## config.mk

```make
export PLATFORM = sky130hd
export DESIGN_NAME = iabc_mul
export DESIGN_NICKNAME = d
export VERILOG_FILES = /design/src/sv/imu_accel_bias_calibrator_assert.svh /design/src/sv/iabc_pkg.sv /design/src/sv/iabc_mul.sv
export SDC_FILE = /design/constraint.sdc
export NUM_CORES = 2
export LEC_CHECK = 0
export BUFFER_PORTS_ARGS = -buffer_cell sky130_fd_sc_hd__buf_2
export CAP_MARGIN = 10
export CORE_UTILIZATION = 45
export CTS_BUF_LIST = sky130_fd_sc_hd__clkbuf_4 sky130_fd_sc_hd__clkbuf_8
export CTS_CLUSTER_DIAMETER = 120
export DETAILED_ROUTE_END_ITERATION = 10
export SYNTH_ARGS = -nofsm -noshare
export SYNTH_HDL_FRONTEND = slang
export SYNTH_SLANG_ARGS = --single-unit
```

## constraint.sdc

```tcl
create_clock -name i_clk -period 7.6 [get_ports i_clk]
set_input_delay 0.76 -clock i_clk [delete_from_list [all_inputs] [get_ports i_clk]]
set_output_delay 0.76 -clock i_clk [all_outputs]
set_load 0.01 [all_outputs]
```

## src/sv/imu_accel_bias_calibrator_assert.svh

```systemverilog
// Assertion macros shared by the calibrator RTL.
`ifndef IMU_ACCEL_BIAS_CALIBRATOR_ASSERT_SVH
`define IMU_ACCEL_BIAS_CALIBRATOR_ASSERT_SVH

// Same-cycle implication, disabled during reset.
`define IABC_ASSERT_NOW(label, clk, rst_n, ante, cons) \
    label: assert property (@(posedge clk) disable iff (!rst_n) (ante) |-> (cons)) \
        else $error("iabc assertion failed");

// Next-cycle implication, disabled during reset.
`define IABC_ASSERT_NEXT(label, clk, rst_n, ante, cons) \
    label: assert property (@(posedge clk) disable iff (!rst_n) (ante) |=> (cons)) \
        else $error("iabc assertion failed");

`endif

```

## src/sv/iabc_pkg.sv

```systemverilog
// Package: widths, constants and fixed-point helpers of the calibrator.
package iabc_pkg;
    localparam int ACCEL_BITS = 16;
    localparam int QF         = 14;
    localparam int COUNT_BITS = 16;
    localparam int QB         = QF + 2;
    localparam int WB         = ACCEL_BITS + 1;
    localparam int PRB        = 2 * QB - QF + 2;
    localparam int MB         = PRB + 3;
    localparam int SUMB       = WB + COUNT_BITS + 1;
    localparam int DB         = SUMB + 2;
    localparam int PB         = MB + DB;
    localparam int ACCB       = PB + 2;
    localparam int HALF_B     = DB / 2;

    localparam logic [1:0] CFG_AVG_LEN   = 2'd0;
    localparam logic [1:0] CFG_PRESET_X  = 2'd1;
    localparam logic [1:0] CFG_PRESET_Y  = 2'd2;
    localparam logic [1:0] CFG_PRESET_Z  = 2'd3;

    localparam logic [1:0] PH_QUAT  = 2'd0;
    localparam logic [1:0] PH_WORLD = 2'd1;
    localparam logic [1:0] PH_BACK  = 2'd2;

    localparam logic [COUNT_BITS-1:0] AVG_LEN_RST = COUNT_BITS'(100);

    // Round half away from zero, dropping QF fraction bits.
    function automatic logic signed [ACCB-1:0] rnd_q(input logic signed [ACCB-1:0] v);
        logic signed [ACCB-1:0] h;
        h = v[ACCB-1] ? ACCB'((1 << (QF - 1)) - 1) : ACCB'(1 << (QF - 1));
        return (v + h) >>> QF;
    endfunction

    function automatic logic signed [WB-1:0] sat_w(input logic signed [ACCB-1:0] v);
        logic signed [ACCB-1:0] hi;
        logic signed [ACCB-1:0] lo;
        hi = ACCB'((1 << (WB - 1)) - 1);
        lo = -hi - ACCB'(1);
        if (v > hi) return WB'(hi);
        if (v < lo) return WB'(lo);
        return v[WB-1:0];
    endfunction

    function automatic logic signed [ACCEL_BITS-1:0] sat_a(input logic signed [ACCB-1:0] v);
        logic signed [ACCB-1:0] hi;
        logic signed [ACCB-1:0] lo;
        hi = ACCB'((1 << (ACCEL_BITS - 1)) - 1);
        lo = -hi - ACCB'(1);
        if (v > hi) return ACCEL_BITS'(hi);
        if (v < lo) return ACCEL_BITS'(lo);
        return v[ACCEL_BITS-1:0];
    endfunction
endpackage

```

## src/sv/iabc_mul.sv

```systemverilog
// Shared two-stage signed multiplier (split wide operand, registered partials).
module iabc_mul (
    input  logic                              i_clk,
    input  logic                              i_rst_n,
    input  logic                              i_start,
    input  logic signed [iabc_pkg::MB-1:0]    i_a,
    input  logic signed [iabc_pkg::DB-1:0]    i_b,
    output logic                              o_valid,
    output logic signed [iabc_pkg::PB-1:0]    o_prod
);
    import iabc_pkg::*;

    logic                           r_v1;
    logic signed [MB+HALF_B:0]      r_plo;
    logic signed [MB+DB-HALF_B-1:0] r_phi;
    logic                           r_v2;
    logic signed [PB-1:0]           r_prod;

    always_ff @(posedge i_clk) begin
        if (!i_rst_n) begin
            r_v1 <= 1'b0;
            r_v2 <= 1'b0;
        end else begin
            r_v1 <= i_start;
            r_v2 <= r_v1;
        end
        if (i_start) begin
            r_plo <= i_a * $signed({1'b0, i_b[HALF_B-1:0]});
            r_phi <= i_a * $signed(i_b[DB-1:HALF_B]);
        end
        if (r_v1) begin
            r_prod <= (PB'(r_phi) <<< HALF_B) + PB'(r_plo);
        end
    end

    assign o_valid = r_v2;
    assign o_prod  = r_prod;
endmodule

```

After elaboration in Yosys (flattened, before gate mapping):

Index checks and enable logic that the tools add are counted.

* register bits after elaboration: 144
* latch bits: 0
* ROM bits: 0
* memory bits (writable): 0
* memories kept: 0
* input port bits: 62

* equal/unequal tests: 0
* $lt $le $gt $ge: 0
* reduce and logical (&&, ||, !) cells: 0
* multiply operators: 2
* bitwise gates (word level): 0
* shift-type cells: 0
* mux-type cells: 0
* add/subtract/negate cells: 1
* divide/modulo/power cells: 0

Operators by type and width (number)
* $add 59x42->59: 1
* $mul 23x19->42: 1
* $mul 23x18->41: 1

Longest topological paths before layout:

* depth in word-level cells: 1
* mapped depth: 25

Worst setup path after synthesis:

OpenSTA, ideal clock, no wires.

* path kind: input to register
* from: input port i_a[22] (netlist bit)
* to: register r_plo[41], data pin
* arrival: 6668 ps
* path slack: 672 ps
* stages: 24
* setup time: 260 ps
* cells stage by stage: clkbuf_1 clkbuf_1 nand2_1 inv_1 fa_1 inv_1 fa_1 inv_1 fa_1 fa_1 fa_1 inv_1 fa_1 inv_1 ha_1 a211oi_1 o211ai_1 o22ai_1 o21ai_1 o311a_1 a211oi_1 o41ai_1 a21oi_1 xnor2_1

* word-level cells in the longest chain between the ends: 1

RTL lines
* start: declaration: RTL line iabc_mul.sv:6 `input logic signed [iabc_pkg::MB-1:0] i_a,`
* $mul 23x19->42: RTL line iabc_mul.sv:28 `r_plo <= i_a * $signed({1'b0, i_b[HALF_B-1:0]});`
* end signal: assignment: RTL line iabc_mul.sv:28
* end: declaration: RTL line iabc_mul.sv:14 `logic signed [MB+HALF_B:0] r_plo;`

Every way passes these cells.
A chain may end at the register's enable or synchronous reset.

Worst setup path after layout:

* from: input port i_a[7] (netlist bit)
* to: register r_phi[39], data pin

* word-level cells in the longest chain between the ends: 1

RTL lines
* $mul 23x18->41: RTL line iabc_mul.sv:29 `r_phi <= i_a * $signed(i_b[DB-1:HALF_B]);`
* end signal: assignment: RTL line iabc_mul.sv:29
* end: declaration: RTL line iabc_mul.sv:15 `logic signed [MB+DB-HALF_B-1:0] r_phi;`

Every way passes these cells.

==> impl_metrics.py <==
metrics = {
    "synth": {
        "synthArstFlopShare": 0,
        "yosysSeqAreaShare": 0.1179,
        "synth_fp_nets": 4990,
        "syn_area_per_cell_sq_um": 9.475,
        "synth_compound_area_frac": 0.05747,
        "synthFlopType": "edfxtp_1",
        "synth_xor_area_frac": 0.02927,
        "synth-simple-area-share": 0.1396,
        "synth_edf_count": 142,
        "netlist_area_sq_um": 36510,
        "synthCells": 3853,
        "ys_warn_count": 0,
        "synthAdderAreaFrac": 0.5376,
        "synth.mux.area_fraction": 0.0002742,
        "synth_top_family_by_area": "adder cells",
        "ys_ff_latch": 144,
        "yosys.cell_types.count": 72,
    },
    "routing": {
        "dr_total_vias": 25430,
        "drt_pre_antenna_iters": 7,
        "via_per_inst": 5.112,
        "routed_wl_mm": 90.99,
        "drc": 0,
        "first_iter_violations": 1218,
        "drt-wirelength-per-cell_um": 18.29,
        "ant_nets": 0,
    },
    "sta": {
        "setup-violations-final": 0,
        "worst_slew_pin_slew_ns": 0.8404,
        "setup_slack_ns": 0.7361,
        "hold_viol": 0,
        "maxSlewHeadroom": 0.4397,
        "maxSlewViolCount": 0,
        "fin_crit_sh": 0.9031,
        "fin_skew_ns": 0.03000,
        "max_freq_mhz": 145.7,
        "rsz0062_at_grt": "no",
        "tns_ns": 0,
        "fin_crit_ns": 6.864,
    },
    "critical_path": {
        "required_ns": 7.93,
        "critPathLaunch": "i_a[7]",
        "worstPathArrival_ns": 7.20,
        "reg2reg_to": "o_prod[58]",
        "critical_path.n_buffers_inverters": 7,
        "crit_path_top_delay_cell": "buf_2",
        "reg2regPathDepth": 12,
        "r2r_setup_slack_ns": 3.99,
        "path_class": "input pin to register",
        "path_delay_family": "adder cells",
        "worst-path-stages": 23,
        "critical_path.max_fanout": 28,
        "cp-start-kind": "input pin",
        "cpMostUsedCell": "fa_1",
        "cp_cell_sequence": "buf_2 > buf_4 > nand2_1 > fa_1 > inv_1 > fa_1 > inv_1 > fa_1 > inv_1 > fa_1 > fa_1 > inv_1 > fa_1 > inv_1 > ha_1 > a21oi_1 > o21ai_0 > a311oi_1 > a21oi_1 > o31ai_2 > o2111ai_1 > a21oi_1 > xnor2_1",
        "cpPeakStageDelay_ns": 0.62,
        "reg2reg_from": "r_plo[18]",
        "crit_path_end_kind": "register",
    },
    "clock_network": {
        "clk_latency_ns": 0.59,
        "clk_pin_slew_ns": 0.09,
        "clockBufferDepth": 2,
        "ctsHoldBuffers": 0,
        "cts_resized": 0,
        "tritoncts": "yes",
        "cts.sinks": 144,
        "h-tree-depth": 4,
        "cts_buffers": 17,
        "cts_root_buf": "clkbuf_8",
        "cts_setup_buffers": 0,
    },
    "final_layout": {
        "area_growth_syn_to_layout_pct": 6.597,
        "finalNonFillerCells": 4975,
        "fin_nets": 5037,
        "drive_gt1_frac": 0.06696,
    },
    "grt": {
        "grt_pass1_vias": 27770,
        "grt_pass1_wl_mm": 150.8,
        "track_usage": 0.2395,
        "grt_max_degree": 50,
        "grt_antenna_before_repair": 17,
        "grt_overflow": 0,
    },
    "place": {
        "place_congestion": 0.8597,
        "dp_slack_ns": 0.2428,
        "place_hpwl_mm": 74.65,
        "port_buffers": 121,
        "placedCellCount": 4941,
    },
    "outcome": {
        "outcome": "complete, no violations",
    },
    "floorplanning": {
        "io-pin-count": 122,
        "die-area_sq_um": 82270,
        "start_util": 0.4540,
        "coreArea_sq_um": 80420,
        "die_h_um": 286.8,
        "die_w_um": 286.8,
        "fp-row-count": 104,
    },
    "hold_path": {
        "min_to": "o_valid",
        "hold_path.startpoint": "i_rst_n",
        "min_path_type": "input pin to register",
        "min_path_cells": 2,
    },
    "flow_run": {
        "cap_violations": 0,
    },
}
[routing by layer]
| metal | track usage | up-vias | routed length, um |
|---|---|---|---|
| met5 | 0 | - | 193 |
| met4 | 0.07261 | 28 | 2469 |
| met3 | 0.04151 | 135 | 5269 |
| met2 | 0.4016 | 578 | 43860 |
| met1 | 0.3171 | 13220 | 39190 |
| li1 | - | 11470 | - |
[worst max-delay path by stage]
stage	slack, ns	end
2_1_floorplan	0.67	r_plo[41]
3_3_place_gp	0.32	r_phi[39]
3_5_place_dp	0.24	r_phi[39]
4_1_cts	0.88	r_phi[39]
5_1_grt	0.47	r_phi[39]
6_report	0.74	r_phi[39]
[synthesized netlist by cell type, types with 18 or more instances]
cell type / count / share of area
nand2b_1: 19 / 0.0033
and2_1: 358 / 0.061
nand2_1: 507 / 0.052
fa_1: 823 / 0.45
ha_1: 252 / 0.086
nand3_1: 23 / 0.0032
xor2_1: 22 / 0.0053
xnor2_1: 100 / 0.024
o21a_1: 18 / 0.0037
clkbuf_1: 164 / 0.017
nor2_1: 77 / 0.0079
a21o_1: 47 / 0.0097
o21ai_0: 37 / 0.0051
edfxtp_1: 142 / 0.12
inv_1: 964 / 0.099
a21oi_1: 101 / 0.014
[flip-flops by register name, indices dropped and copies added (netlist names)]
| signal | cells |
|---|---|
| r_v1 | 1 |
| r_plo | 42 |
| o_valid | 1 |
| o_prod | 59 |
| r_phi | 41 |
[logic make-up (layout without fill, tap and decap cells)]
| logic type | Yosys count | count (layout) |
|---|---|---|
| simple gates | 1051 | 1051 |
| xor+xnor | 122 | 122 |
| mux | 1 | 1 |
| other cells | 0 | 2 |
| buf+inv | 1146 | 1206 |
| flops | 144 | 144 |
| compound gates | 314 | 314 |
| fa+ha+maj | 1075 | 1075 |
[worst reg2reg max path: cells and delay by family (launching register included)]
family,cells,cell delay (ns)
buf+inv,1,0.08
xor+xnor,1,0.14
flops,1,0.41
fa+ha+maj,2,0.47
compound gates,7,2.21
simple gates,1,0.07
[area by class of cell]
type	count	area (sq um)
Clock buffer	17	234.0
Antenna cell	2	5.005
Inverter	965	3622
Sequential cell	144	4305
Fill cell	7658	41500
Clock inverter	15	178.9
Timing Repair Buffer	209	1344
Tap cell	1060	1326
Multi-Input combinational cell	2563	27900
[stage by stage]
step / cell area, sq um / hold WS [ns] / util
3_3_place_gp: 38500 / 0.4033 / 0.4787
2_1_floorplan: 36510 / 0.4003 / -
5_1_grt: 38910 / 0.3713 / 0.4839
3_5_place_dp: 38500 / 0.4045 / 0.4787
4_1_cts: 38910 / 0.3467 / 0.4839
6_report: 38920 / 0.4052 / 0.4839
[placed cells by master (no fill, tap or decap), types with 16 or more instances in the layout]
master    Yosys  routed
nor2_1       77      77
and2_1      358     358
edfxtp_1    142     142
nand3_1      23      23
fa_1        823     823
buf_4         0      83
xnor2_1     100     100
clkbuf_8      0      17
a21o_1       47      47
o21a_1       18      18
ha_1        252     252
xor2_1       22      22
o21ai_0      37      37
inv_1       964     964
nand2_1     507     507
buf_2         1     120
nand2b_1     19      19
and3_1       16      16
a21oi_1     101     101
Power is left out: the tool's default activity adds up to more than one toggle a clock period on the data nets, which glitch-free logic cannot reach.
