==> src/sv/imu_accel_bias_calibrator_assert.svh <==
// Assertion macros shared by the calibrator RTL.
`ifndef IMU_ACCEL_BIAS_CALIBRATOR_ASSERT_SVH
`define IMU_ACCEL_BIAS_CALIBRATOR_ASSERT_SVH

// Same-cycle implication, disabled during reset.
`define IABC_ASSERT_NOW(label, clk, rst_n, ante, cons) \
    label: assert property (@(posedge clk) disable iff (!rst_n) (ante) |-> (cons)) \
        else $error("iabc assertion failed");

// Next-cycle implication, disabled during reset.
`define IABC_ASSERT_NEXT(label, clk, rst_n, ante, cons) \
    label: assert property (@(posedge clk) disable iff (!rst_n) (ante) |=> (cons)) \
        else $error("iabc assertion failed");

`endif

==> src/sv/iabc_pkg.sv <==
// Package: widths, constants and fixed-point helpers of the calibrator.
package iabc_pkg;
    localparam int ACCEL_BITS = 16;
    localparam int QF         = 14;
    localparam int COUNT_BITS = 16;
    localparam int QB         = QF + 2;
    localparam int WB         = ACCEL_BITS + 1;
    localparam int PRB        = 2 * QB - QF + 2;
    localparam int MB         = PRB + 3;
    localparam int SUMB       = WB + COUNT_BITS + 1;
    localparam int DB         = SUMB + 2;
    localparam int PB         = MB + DB;
    localparam int ACCB       = PB + 2;
    localparam int HALF_B     = DB / 2;

    localparam logic [1:0] CFG_AVG_LEN   = 2'd0;
    localparam logic [1:0] CFG_PRESET_X  = 2'd1;
    localparam logic [1:0] CFG_PRESET_Y  = 2'd2;
    localparam logic [1:0] CFG_PRESET_Z  = 2'd3;

    localparam logic [1:0] PH_QUAT  = 2'd0;
    localparam logic [1:0] PH_WORLD = 2'd1;
    localparam logic [1:0] PH_BACK  = 2'd2;

    localparam logic [COUNT_BITS-1:0] AVG_LEN_RST = COUNT_BITS'(100);

    // Round half away from zero, dropping QF fraction bits.
    function automatic logic signed [ACCB-1:0] rnd_q(input logic signed [ACCB-1:0] v);
        logic signed [ACCB-1:0] h;
        h = v[ACCB-1] ? ACCB'((1 << (QF - 1)) - 1) : ACCB'(1 << (QF - 1));
        return (v + h) >>> QF;
    endfunction

    function automatic logic signed [WB-1:0] sat_w(input logic signed [ACCB-1:0] v);
        logic signed [ACCB-1:0] hi;
        logic signed [ACCB-1:0] lo;
        hi = ACCB'((1 << (WB - 1)) - 1);
        lo = -hi - ACCB'(1);
        if (v > hi) return WB'(hi);
        if (v < lo) return WB'(lo);
        return v[WB-1:0];
    endfunction

    function automatic logic signed [ACCEL_BITS-1:0] sat_a(input logic signed [ACCB-1:0] v);
        logic signed [ACCB-1:0] hi;
        logic signed [ACCB-1:0] lo;
        hi = ACCB'((1 << (ACCEL_BITS - 1)) - 1);
        lo = -hi - ACCB'(1);
        if (v > hi) return ACCEL_BITS'(hi);
        if (v < lo) return ACCEL_BITS'(lo);
        return v[ACCEL_BITS-1:0];
    endfunction
endpackage

==> src/sv/iabc_div.sv <==
// Iterative restoring divider, signed dividend, truncation toward zero.
module iabc_div (
    input  logic                               i_clk,
    input  logic                               i_rst_n,
    input  logic                               i_start,
    input  logic signed [iabc_pkg::SUMB-1:0]   i_num,
    input  logic [iabc_pkg::COUNT_BITS-1:0]    i_den,
    output logic                               o_done,
    output logic signed [iabc_pkg::SUMB-1:0]   o_quo
);
    import iabc_pkg::*;

    localparam int CW = $clog2(SUMB + 1);

    logic                     r_busy;
    logic [CW-1:0]            r_cnt;
    logic [COUNT_BITS:0]      r_rem;
    logic [SUMB-1:0]          r_quo;
    logic                     r_neg;
    logic                     r_done;
    logic [COUNT_BITS:0]      w_shift;
    logic [COUNT_BITS+1:0]    w_trial;

    assign w_shift = {r_rem[COUNT_BITS-1:0], r_quo[SUMB-1]};
    assign w_trial = {1'b0, w_shift} - {2'b00, i_den};

    always_ff @(posedge i_clk) begin
        if (!i_rst_n) begin
            r_busy <= 1'b0;
            r_done <= 1'b0;
        end else begin
            r_done <= 1'b0;
            if (i_start) begin
                r_busy <= 1'b1;
            end else if (r_busy && r_cnt == CW'(SUMB - 1)) begin
                r_busy <= 1'b0;
                r_done <= 1'b1;
            end
        end
        if (i_start) begin
            r_cnt <= '0;
            r_rem <= '0;
            r_neg <= i_num[SUMB-1];
            r_quo <= i_num[SUMB-1] ? SUMB'(-i_num) : SUMB'(i_num);
        end else if (r_busy) begin
            r_cnt <= r_cnt + CW'(1);
            // keep the shifted remainder when the trial subtract goes negative
            if (!w_trial[COUNT_BITS+1]) begin
                r_rem <= w_trial[COUNT_BITS:0];
                r_quo <= {r_quo[SUMB-2:0], 1'b1};
            end else begin
                r_rem <= w_shift;
                r_quo <= {r_quo[SUMB-2:0], 1'b0};
            end
        end
    end

    assign o_done = r_done;
    assign o_quo  = r_neg ? -$signed(r_quo) : $signed(r_quo);
endmodule

==> config.mk <==
export PLATFORM = sky130hd
export DESIGN_NAME = iabc_div
export DESIGN_NICKNAME = d
export VERILOG_FILES = /design/src/sv/imu_accel_bias_calibrator_assert.svh /design/src/sv/iabc_pkg.sv /design/src/sv/iabc_div.sv
export SDC_FILE = /design/constraint.sdc
export NUM_CORES = 1
export LEC_CHECK = 0
export ABC_AREA = 1
export BUFFER_PORTS_ARGS = -buffer_cell sky130_fd_sc_hd__buf_4
export CORE_MARGIN = 2
export CORE_UTILIZATION = 55
export CTS_CLUSTER_DIAMETER = 80
export DETAILED_ROUTE_END_ITERATION = 8
export MAX_ROUTING_LAYER = met4
export PLACE_DENSITY = 0.78
export SETUP_SLACK_MARGIN = 0.2
export SLEW_MARGIN = 40
export SYNTH_ARGS = -nofsm -noshare
export SYNTH_HDL_FRONTEND = slang
export SYNTH_SLANG_ARGS = --single-unit
==> constraint.sdc <==
create_clock -name i_clk -period 3.6 [get_ports i_clk]
set_input_delay 0 -clock i_clk [delete_from_list [all_inputs] [get_ports i_clk]]
set_output_delay 0 -clock i_clk [all_outputs]
set_load 0.005 [all_outputs]
* Yosys cells after proc, flatten, opt, wreduce, memory -nomap -nowiden
Cells that the tools add are included.
** Word-level totals
- Logic and storage cells :: 25
- Register bits after elaboration :: 59
- Bits in read-only memories :: 0
- Input bits :: 53
- Memories kept :: 0
- Latch bits :: 0
- Bits in writable memories :: 0
** Operators by class
- Add/subtract/negate cells :: 4
- $lt $le $gt $ge :: 0
- Multiply operators :: 0
- Bitwise gates (word level) :: 1
- Reduce and logical (&&, ||, !) cells :: 4
- Muxes and demuxes :: 9
- Div/mod/pow operators :: 0
- Eq/ne operators :: 1
- Shifts and indexed selects :: 0
** Operators by type and width (count)
- two-way mux 34 bit :: 4
- negator 34 bit :: 2
- subtractor 17 x 16 -> 18 bit :: 1
- two-way mux 16 bit :: 1
- adder 6 x 1 -> 6 bit (second input constant) :: 1
- == test 6 bit (second input constant) :: 1
- two-way mux 1 bit :: 4
- nonzero test 2 bit :: 2
- OR reduction 2 bit :: 1
- logical AND 1 bit :: 1
- inverter 1 bit :: 1

* Depth between registers and ports, before layout
Gate-level depths: netlist of the first run.
- Word-level depth :: 4
- Gate-level depth with buffers :: 14
- Mapped depth without buffers :: 14

* Worst setup path before layout of the first run
No wires, ideal clock.
- Path kind :: register to register
- From :: register r_rem[11]
- To :: register r_quo[0], data pin
- Buffers on the path :: 1
- Required time :: 3.338 ns
- Setup slack :: 1.785 ns
- Arrival time :: 1.553 ns
- Cell stages (with the launch flop) :: 11
- Cell sequence :: dfxtp_1 > ha_1 > nand2_2 > inv_1 > nand2_1 > nand3_1 > a21oi_4 > nand2_4 > buf_8 > nand2_1 > o21ai_0
** Between the ends
- Cells in the longest elaborated chain, start to end :: 4
** Ends and longest elaborated chain
- start, declared :: line iabc_div.sv:17 : logic [COUNT_BITS:0] r_rem;
- start signal, assigned :: line iabc_div.sv:49 : r_rem <= w_trial[COUNT_BITS:0];
- start signal, assigned :: line iabc_div.sv:52 : r_rem <= w_shift;
- subtractor 17 x 16 -> 18 bit :: line iabc_div.sv:25 : assign w_trial = {1'b0, w_shift} - {2'b00, i_den};
- two-way mux 1 bit :: line iabc_div.sv:48 : if (!w_trial[COUNT_BITS+1]) begin
- two-way mux 34 bit :: line iabc_div.sv:45 : end else if (r_busy) begin
- two-way mux 34 bit :: line iabc_div.sv:40 : if (i_start) begin
- end signal, assigned :: line iabc_div.sv:44 : r_quo <= i_num[SUMB-1] ? SUMB'(-i_num) : SUMB'(i_num);
- end signal, assigned :: line iabc_div.sv:50 : r_quo <= {r_quo[SUMB-2:0], 1'b1};
- end signal, assigned :: line iabc_div.sv:53 : r_quo <= {r_quo[SUMB-2:0], 1'b0};
- end, declared :: line iabc_div.sv:18 : logic [SUMB-1:0] r_quo;
Every way passes these cells. The select of a mux whose other input is x is not followed.
A chain may end at the register's enable or synchronous reset.

* Worst setup path in the final report of the first run
- From :: register r_quo[0]
- To :: output o_quo[20] in the netlist's numbering
** Between the ends
- Cells in the longest elaborated chain, start to end :: 2
** Ends and longest elaborated chain
- negator 34 bit :: line iabc_div.sv:59 : assign o_quo = r_neg ? -$signed(r_quo) : $signed(r_quo);
- two-way mux 34 bit :: line iabc_div.sv:59
- end, declared :: line iabc_div.sv:9 : output logic signed [iabc_pkg::SUMB-1:0] o_quo
Every way passes these cells.

==> results of run 1 <==
[metal layers]
metal	GRT usage [%]	wire, microns	vias to the layer above
li1	-	-	2948
met1	38.0	6820	2546
met2	44.8	6780	197
met3	4.47	1030	17
met4	8.11	225	0
met5	-	0	-
[power groups by stage]
stage,sequential (uW),clock (uW),combinational [uW]
3_3_place_gp,843,0,547
5_1_grt,839,835,622
4_1_cts,830,802,557
6_report,832,796,558
3_5_place_dp,845,0,554
2_1_floorplan,828,0,321
[metrics by stage]
stage / utilization [%] / setup WS, ps / hold slack (ps)
5_1_grt: 66.5 / 1190 / 74.9
3_5_place_dp: 63.8 / 1460 / 245
6_report: 66.5 / 1330 / 60.4
4_1_cts: 66.5 / 1360 / 48.3
2_1_floorplan: - / 1790 / 98.9
3_3_place_gp: 63.8 / 1480 / 235
[kinds of logic (layout without fill, tap and decap cells)]
kind of cell             count (synthesis)  in the layout  synth area share [%]
AO/OA/AOI/OAI                           84             84                  8.24
XOR/XNOR                                49             49                  7.85
adder cells (fa/ha/maj)                 21             21                  4.94
buffers and inverters                  148            235                  10.7
flip-flops                              59             59                  28.0
AND/OR/NAND/NOR                        510            510                  40.2
[area by class of cell]
cell class	instances	area (sq um)	area share, %
Clock buffer	10	128	1.97
Inverter	127	477	7.37
Multi-Input combinational cell	664	3350	51.7
Sequential cell	59	1530	23.7
Tap cell	133	166	2.57
Clock inverter	6	128	1.97
Timing Repair Buffer	92	693	10.7
[state kept, by name, indices dropped and copies added, names as in the netlist]
| signal | cells |
|---|---|
| r_neg | 1 |
| o_done | 1 |
| r_cnt | 6 |
| r_busy | 1 |
| r_quo | 34 |
| r_rem | 16 |
[path summary, 6_finish.rpt]
| kind | start | slack, ps | end |
|---|---|---|---|
| worst min-delay path | i_num[31] | 60 | r_quo[31] |
| worst max register to register | r_rem[11] | 1430 | r_quo[0] |
| worst min register to register | r_rem[14] | 480 | r_rem[14] |
| worst max-delay path | r_quo[0] | 1330 | o_quo[20] |
[worst max-delay path, cell delays in order (launching register included)]
cell and delay, ps:
edfxtp_1 420, inv_1 120, ha_1 180, nand2_1 90, nor2_1 170, nand2_1 140, nor2_1 200, nand2_1 90
nand2_1 110, o21ai_0 110, xor2_1 160, buf_4 140
[placed cells by master (no fill, tap or decap), drive strengths merged, types with 5 or more instances in the layout]
cell and instances:
nand3 97, inv 125, a21oi 20, nand2 276, clkbuf 10, dfxtp 24
o21ai 57, buf 91, xor2 27, xnor2 22, nor2 98, nand4 18
nor3 11, nand3b 5, edfxtp 35, ha 20
==> results.py, run 1 <==
metrics = {
    "synth": {
        "synth-seq-area-share_pct": 28.0,
        "synth_top_area_cell": "edfxtp_1",
        "postSynthCellCount": 871,
        "ys_warn_count": 0,
        "synthTopCellsByArea": "edfxtp_1 19%, nand2_1 18%, dfxtp_1 8.8%",
        "ys_seq_elements": 59,
        "syn_area_sq_mm": 0.00547,
        "ys_top_cells_by_count": "268 x nand2_1, 124 x inv_1, 94 x nor2_1",
        "synth_most_common_cell": "nand2_1",
        "synth_edf_count": 35,
        "synth_ff_type": "edfxtp_1",
        "synthArstFlopShare_pct": 0,
        "synth.net_count": 945,
        "synth_cell_types": 39,
        "yosysTopAreaCellShare_pct": 19.2,
        "avgSynthCellArea_sq_um": 6.28,
    },
    "pwr": {
        "cell_internal_pwr_uw": 1550,
        "swShare_pct": 28.9,
        "comb_power_share_pct": 25.5,
        "p_per_area_mw_per_mm2": 338,
        "p_switching_uw": 632,
        "clkPwrFrac_pct": 36.4,
        "p_leak_uw": 0.00324,
        "p_seq_share_pct": 38.0,
        "vdd_drop_max_v": 0.000195,
        "total_power_uw": 2190,
    },
    "final_layout": {
        "finalNonFillerCells": 1091,
        "fin_area_sq_mm": 0.00647,
        "fillCellCount": 942,
        "fin_nets": 1027,
        "drive_gt1_share_pct": 13.4,
        "num_antenna_cells": 0,
        "syn2layout_area_growth_pct": 18.4,
    },
    "floorplan": {
        "die_height_microns": 104,
        "start_util_pct": 56.2,
        "rows": 36,
        "die-area_sq_mm": 0.0108,
        "pin_count": 88,
        "core_area_sq_mm": 0.00973,
        "die_w_microns": 104,
    },
    "sta": {
        "fin_crit_sh_pct": 62.9,
        "fin_tns_setup_ps": 0,
        "period_needed_ps": 2270,
        "skew_ps": 12.9,
        "tightestPinTransition_ps": 540,
        "hold_viol": 0,
        "slew_headroom_pct": 63.8,
        "setup_viol": 0,
        "max_freq_mhz": 441,
        "maxSlewViolCount": 0,
        "rsz0062_at_grt": "false",
    },
    "worst_hold_path": {
        "hold-path-cell-count": 5,
        "hold_path_class": "input port to flip-flop",
    },
    "detailed_routing": {
        "drt-wirelength-per-cell_microns": 13.6,
        "dr.pass1.iters": 5,
        "vias_per_cell": 5.23,
        "ant_nets": 0,
        "drcViolationCount": 0,
        "via_count": 5708,
        "wirelength_microns": 14900,
        "drtIter0Drc": 429,
    },
    "clock_network": {
        "clk_path_buf_depth": 2,
        "htree_num_levels": 3,
        "post-cts-setup-buffers": 0,
        "clk_pin_slew_worst_paths_ps": 80,
        "clkSinkCount": 59,
        "cts_root_buf": "clkbuf_8",
        "cts_tree": "built",
        "cts-resized-gates": 0,
        "cts_buffers": 9,
        "cts_hold_buf": 1,
        "clkLatencyLatePin_ps": 340,
    },
    "placed_design": {
        "dp_hpwl_microns": 11700,
        "port_buffers": 87,
        "dp_cells": 1074,
        "place_congestion": 0.954,
        "dpl-instance-area_sq_mm": 0.00621,
    },
    "global_route": {
        "track_usage_pct": 28.4,
        "gr-total-overflow": 0,
        "grt_max_degree": 45,
        "grt_pass1_wl_microns": 24400,
        "antenna_found_initial": 0,
        "grt_pass1_vias": 5172,
    },
    "setup_path": {
        "critPathMaxFanout": 3,
        "path_class": "flip-flop to output port",
        "critPathRequiredTime_ps": 3600,
        "cp-end-kind": "output port",
        "reg2regPathDepth": 9,
        "cp.arrival_ps": 2270,
        "start_kind": "flip-flop",
    },
    "outcome": {
        "status": "complete, no violations",
    },
    "run": {
        "timing.max_cap.violations": 0,
    },
}
Note: power is estimated with default switching activity, not from simulation.
==> run 2: changes to the inputs <==
--- a/config.mk
+++ b/config.mk
@@ -5,14 +5,14 @@
 export SDC_FILE = /design/constraint.sdc
 export NUM_CORES = 1
 export LEC_CHECK = 0
-export ABC_AREA = 1
+export ABC_AREA = 0
 export BUFFER_PORTS_ARGS = -buffer_cell sky130_fd_sc_hd__buf_4
 export CORE_MARGIN = 2
 export CORE_UTILIZATION = 55
 export CTS_CLUSTER_DIAMETER = 80
 export DETAILED_ROUTE_END_ITERATION = 8
 export MAX_ROUTING_LAYER = met4
-export PLACE_DENSITY = 0.78
+export PLACE_DENSITY = 0.79
 export SETUP_SLACK_MARGIN = 0.2
 export SLEW_MARGIN = 40
 export SYNTH_ARGS = -nofsm -noshare
==> constraint.sdc (replaced) <==
create_clock -name i_clk -period 2.3 [get_ports i_clk]
set_input_delay 0 -clock i_clk [delete_from_list [all_inputs] [get_ports i_clk]]
set_output_delay 0 -clock i_clk [all_outputs]
set_load 0.005 [all_outputs]
==> results.py, run 2 <==
metrics = {
    "pwr": {
        "total_power_uw": 3540,
        "vdd_drop_max_v": 0.000459,
        "cell_internal_pwr_uw": 2400,
        "p_seq_share_pct": 37.8,
        "p_leak_uw": 0.00274,
        "clkPwrFrac_pct": 27.3,
        "swShare_pct": 32.1,
        "p_per_area_mw_per_mm2": 519,
        "comb_power_share_pct": 35.0,
        "p_switching_uw": 1140,
    },
    "placed_design": {
        "port_buffers": 87,
        "dp_cells": 775,
        "dp_hpwl_microns": 9320,
        "place_congestion": 0.881,
        "pre_cts_slack_ps": -53.1,
    },
    "global_route": {
        "track_usage_pct": 30.4,
        "grt_pass1_wl_microns": 21000,
        "grt_max_degree": 67,
        "grt_pass1_vias": 4517,
        "antenna_found_initial": 0,
        "gr-total-overflow": 0,
    },
    "floorplan": {
        "die_height_microns": 96.4,
        "die-area_sq_mm": 0.00928,
        "rows": 33,
        "die_w_microns": 96.4,
        "core_area_sq_mm": 0.00826,
        "start_util_pct": 56.8,
        "pin_count": 88,
    },
    "synth": {
        "synth_most_common_cell": "nor2_1",
        "postSynthCellCount": 563,
        "synth_compound_area_share_pct": 21.6,
        "ys_top_cells_by_count": "65 x nor2_1, 51 x a21oi_1, 45 x nand2_1",
        "yosysTopAreaCellShare_pct": 22.4,
        "synth_mux_area_share_pct": 0.213,
        "avgSynthCellArea_sq_um": 8.33,
        "synthTopCellsByArea": "edfxtp_1 22%, dfxtp_1 10%, xor2_1 8.0%",
        "synth_ff_type": "edfxtp_1",
        "synth-adder-area-share_pct": 5.76,
        "synth_top_area_cell": "edfxtp_1",
        "synth_top_family_by_area": "compound AO/OA/AOI/OAI gates",
        "ys_warn_count": 0,
        "synthXorXnorAreaFrac_pct": 14.4,
        "synth_edf_count": 35,
        "synth-seq-area-share_pct": 32.6,
        "syn_area_sq_mm": 0.00469,
        "ys_seq_elements": 59,
        "synth.net_count": 637,
        "synthArstFlopShare_pct": 0,
        "synthSimpleGateAreaFrac_pct": 20.8,
        "synth_cell_types": 60,
    },
    "sta": {
        "tightestPinTransition_ps": 651,
        "fin_ws_ps": -397,
        "period_needed_ps": 2700,
        "max_freq_mhz": 371,
        "slew_headroom_pct": 56.6,
        "skew_ps": 14.0,
        "hold_viol": 0,
        "fin_crit_sh_pct": 117,
        "whs_ps": 33.7,
        "setup_viol": 23,
        "maxSlewViolCount": 0,
        "rsz0062_at_grt": "true",
    },
    "clock_network": {
        "htree_num_levels": 3,
        "clkSinkCount": 59,
        "cts_buffers": 9,
        "clk_pin_slew_worst_paths_ps": 70,
        "cts_tree": "built",
        "clk_path_buf_depth": 2,
        "cts_root_buf": "clkbuf_8",
        "clkLatencyLatePin_ps": 350,
    },
    "detailed_routing": {
        "via_count": 5032,
        "wirelength_microns": 15000,
        "wl_met2_microns": 7440,
        "wl_met1_microns": 5980,
        "drtIter0Drc": 361,
        "vias_per_cell": 6.14,
        "drcViolationCount": 0,
        "drt-wirelength-per-cell_microns": 18.3,
        "dr.pass1.iters": 5,
        "top_layer": "met4",
        "ant_nets": 0,
        "wl_met3_microns": 1160,
    },
    "final_layout": {
        "layout_commonest_cell": "buf_4",
        "regMostFlops": "r_quo",
        "finalNonFillerCells": 819,
        "num_antenna_cells": 0,
        "top_regs": "r_quo (34), r_rem (16), r_cnt (6)",
        "drive_gt1_share_pct": 39.6,
        "syn2layout_area_growth_pct": 45.2,
        "largest_reg_flops": 34,
        "mostFrequentLayoutCells": "151 x buf_4, 63 x nor2_1, 44 x a21oi_1, 43 x xor2_1, 36 x nand2_1",
        "fin_nets": 783,
        "fillCellCount": 478,
    },
    "setup_path": {
        "cp_slowest_cell": "or4_4",
        "cp_cell_sequence": "or3_4 -> or3_1 -> or4_4 -> or2_4 -> o21ai_2 -> xnor2_1 -> buf_4",
        "start_kind": "flip-flop",
        "critPathRequiredTime_ps": 2300,
        "cp.arrival_ps": 2700,
        "cp-end-kind": "output port",
        "critPathMaxFanout": 4,
        "crit_family": "simple AND/OR/NAND/NOR gates",
        "critPathBufInv": 1,
        "path_class": "flip-flop to output port",
        "slowest_delay_ps": 500,
    },
    "outcome": {
        "status": "complete, but fails checks",
        "failed_checks": "negative setup slack",
    },
    "run": {
        "timing.max_cap.violations": 0,
    },
    "worst_hold_path": {
        "hold_path_class": "input port to flip-flop",
    },
}
## run 2: changes by cell type in the layout (fill, tap and decap cells not counted), sizes merged, moves of 8 or more
cell	delta
a21oi	+31
buf	+69
inv	-96
nand2	-231
nand2b	+8
nand3	-88
nor2	-33
o21ai	-14
o31ai	+15
or3	+15
xnor2	+12
xor2	+16
## run 2: metrics by stage
| step | setup TNS (ps) | area, sq um | utilization [%] |
|---|---|---|---|
| after detailed placement | -257 | 5780 | 69.9 |
| after global placement | -18.9 | 5780 | 69.9 |
| after floorplan | 0 | 4760 | - |
| final | -3770 | 6810 | 82.5 |
| after global routing | -6510 | 6810 | 82.5 |
| after CTS | -3460 | 6410 | 77.6 |
## run 2: final cells by class
cell class,instances,area (sq um),share of cell area (%)
clock buffers,15,198,2.90
clock inverters,1,5.00,0.0735
inverters,29,109,1.60
multi-input cells,448,3570,52.4
flip-flops and latches,59,1540,22.7
well taps,105,131,1.93
repair buffers,162,1250,18.4
## run 2: final timing paths
kind,from,end,slack [ps],depth (start not counted)
worst max-delay path,r_quo[16],o_quo[28],-400,7
worst min register to register,r_cnt[5],o_done,480,2
worst max register to register,r_quo[33],r_rem[8],-50,11
worst min-delay path,i_den[0],r_rem[0],30,3
## run 2: repair_timing
item	in CTS	in global routing
cloned	0	1
gates resized for setup	67	61
endpoints found under the setup margin	38	41
buffers inserted	14	11
pin swaps	26	32
endpoints found under the hold margin	11	0
hold buffers	2	0
## run 2: per-layer routing
| layer | GRT usage (%) | vias to the layer above |
|---|---|---|
| li1 | - | 2339 |
| met1 | 37.9 | 2366 |
| met2 | 49.3 | 282 |
| met3 | 4.93 | 45 |
| met4 | 12.2 | 0 |
| met5 | - | - |
## run 2: power by group through the flow
stage               Combinational, uW  Clock (uW)  Sequential, uW
floorplan                         526           0            1330
global placement                  963           0            1330
detailed placement                990           0            1330
CTS                              1100         956            1320
global route                     1330        1010            1340
finish                           1240         965            1340
## run 2: cells by family after synthesis
logic type | after synthesis
AND/OR/NAND/NOR | 193
AO/OA/AOI/OAI | 156
XOR/XNOR | 77
flip-flops | 59
buffers and inverters | 56
adder cells (fa/ha/maj) | 21
multiplexers | 1
## run 2: worst register-to-register path: stages, from the launching register on
cell,delay [ps]
edfxtp_1,400
inv_2,90
ha_4,130
inv_2,40
fa_2,330
a21o_1,210
a221oi_4,350
buf_4,180
o21ai_2,60
xnor2_1,150
o211a_1,190
nor4_2,50
==> run 3: changes to the inputs <==
--- a/config.mk
+++ b/config.mk
@@ -11,6 +11,7 @@
 export CORE_UTILIZATION = 55
 export CTS_CLUSTER_DIAMETER = 80
 export DETAILED_ROUTE_END_ITERATION = 8
+export HOLD_SLACK_MARGIN = 0.06
 export MAX_ROUTING_LAYER = met4
 export PLACE_DENSITY = 0.79
 export SETUP_SLACK_MARGIN = 0.2
==> results.py, run 3 (synthesis results as in run 2) <==
metrics = {
    "detailed_routing": {
        "dr.pass1.iters": 7,
        "vias_per_cell": 6.27,
        "ant_nets": 0,
        "drtIter0Drc": 543,
        "wirelength_microns": 16300,
        "via_count": 5229,
        "drt-wirelength-per-cell_microns": 19.6,
        "drcViolationCount": 0,
    },
    "final_layout": {
        "final_util_pct": 84.2,
        "largest_reg_flops": 34,
        "mostFrequentLayoutCells": "155 x buf_4, 63 x nor2_1, 44 x a21oi_1, 43 x xor2_1, 37 x nand2_1",
        "layout_commonest_cell": "buf_4",
        "fillCellCount": 445,
        "regArea_sq_mm": 0.00154,
        "syn2layout_area_growth_pct": 48.2,
        "regMostFlops": "r_quo",
        "multi_input_area_sq_mm": 0.00357,
        "top_regs": "r_quo (34), r_rem (16), r_cnt (6)",
        "drive_gt1_share_pct": 39.2,
        "num_antenna_cells": 0,
        "fin_nets": 798,
    },
    "clock_network": {
        "clk_path_buf_depth": 2,
        "htree_num_levels": 3,
        "cts_tree": "built",
        "cts_buffers": 9,
        "clkLatencyLatePin_ps": 350,
        "cts_root_buf": "clkbuf_8",
        "clk_pin_slew_worst_paths_ps": 80,
        "clkSinkCount": 59,
    },
    "setup_path": {
        "cp-end-kind": "output port",
        "critPathBufInv": 2,
        "crit_top_cell": "buf_4",
        "crit_family": "simple AND/OR/NAND/NOR gates",
        "start_kind": "flip-flop",
        "path_class": "flip-flop to output port",
        "cp.arrival_ps": 2760,
        "cp_cell_sequence": "or3_4 -> or3_1 -> or4_4 -> buf_4 -> o41ai_4 -> xnor2_1 -> buf_4",
        "cp_slowest_cell": "or4_4",
        "critPathRequiredTime_ps": 2300,
        "slowest_delay_ps": 500,
        "critPathMaxFanout": 3,
    },
    "floorplan": {
        "pin_count": 88,
        "rows": 33,
        "start_util_pct": 56.8,
        "die_w_microns": 96.4,
        "die-area_sq_mm": 0.00928,
        "die_height_microns": 96.4,
        "core_area_sq_mm": 0.00826,
    },
    "placed_design": {
        "port_buffers": 87,
        "place_congestion": 0.881,
        "dp_hpwl_microns": 9320,
        "pre_cts_slack_ps": -53.1,
    },
    "sta": {
        "skew_ps": 13.6,
        "period_needed_ps": 2760,
        "tightestPinTransition_ps": 662,
        "maxSlewViolCount": 0,
        "rsz0062_at_grt": "true",
        "max_freq_mhz": 362,
        "hold_viol": 0,
        "slew_headroom_pct": 55.9,
        "setup_viol": 25,
        "fin_ws_ps": -463,
        "fin_crit_sh_pct": 120,
    },
    "global_route": {
        "grt_max_degree": 67,
        "grt_pass1_wl_microns": 21600,
        "gr-total-overflow": 0,
        "track_usage_pct": 31.0,
        "antenna_found_initial": 0,
        "grt_pass1_vias": 4596,
    },
    "pwr": {
        "vdd_drop_max_v": 0.000454,
        "p_per_area_mw_per_mm2": 514,
        "p_leak_uw": 0.00280,
    },
    "worst_hold_path": {
        "hold_path_class": "input port to flip-flop",
    },
    "run": {
        "timing.max_cap.violations": 0,
    },
    "outcome": {
        "failed_checks": "negative setup slack",
        "status": "complete, but fails checks",
    },
}
## run 3: cell count changes in the layout (fill, tap and decap cells not counted), sizes merged
cell	previous run	this run
dlygate4sd3	2	12
buf	160	165
## run 3: stage by stage
step / hold WS (ps) / instance area [sq um] / setup TNS, ps / std cells / power, uW
3_5_place_dp: 233 / 5780 / -257 / 775 / 2320
6_report: 76.5 / 6950 / -5280 / 834 / 3580
3_3_place_gp: 223 / 5780 / -18.9 / 775 / 2290
2_1_floorplan: 98.9 / 4760 / 0 / 563 / 1850
5_1_grt: 70.7 / 6950 / -7440 / 834 / 3720
4_1_cts: 62.5 / 6510 / -3460 / 817 / 3390
## run 3: final timing paths
path,startpoint,end,slack (ps),cells past startpoint
max,r_quo[15],o_quo[22],-460,7
min,i_num[10],r_quo[10],80,3
min reg2reg,r_cnt[5],r_cnt[5],480,2
max reg2reg,r_quo[33],r_rem[8],-80,11
## run 3: what timing repair did
action | CTS | global route
buffers inserted | 14 | 16
hold buffers | 12 | 0
gates resized for setup | 67 | 62
hold endpoints to repair | 22 | 0
setup endpoints to repair | 38 | 40
gates cloned | 0 | 1
pin swaps | 26 | 32
## run 3: metal layers
| metal | global-route usage (%) | up-vias | routed length, microns |
|---|---|---|---|
| met5 | - | - | 0 |
| met4 | 12.7 | 0 | 636 |
| met3 | 4.46 | 64 | 1600 |
| met2 | 51.0 | 343 | 8120 |
| met1 | 38.4 | 2453 | 5990 |
| li1 | - | 2369 | - |
## run 3: report_power, final
group | leakage [uW] | internal [uW] | total (uW) | switching (uW)
Clock | 0.000105 | 545 | 961 | 416
Combinational | 0.00215 | 642 | 1280 | 633
Sequential | 0.000543 | 1230 | 1340 | 108
Total | 0.00280 | 2420 | 3580 | 1160
## run 3: final cells by class
| cell class | count | share of cell area, % |
|---|---|---|
| multi-input combinational | 448 | 51.3 |
| sequential | 59 | 22.2 |
| timing repair buffer | 177 | 20.1 |
| clock buffer | 15 | 2.84 |
| tap | 105 | 1.89 |
| inverter | 29 | 1.57 |
| clock inverter | 1 | 0.0720 |
## run 3: worst min-delay path, delay by kind of cell
kind	cells	cell delay [ps]
AOI/OAI and AO/OA	1	130
buffers and inverters	1	100
xor gates and xnor gates	1	60
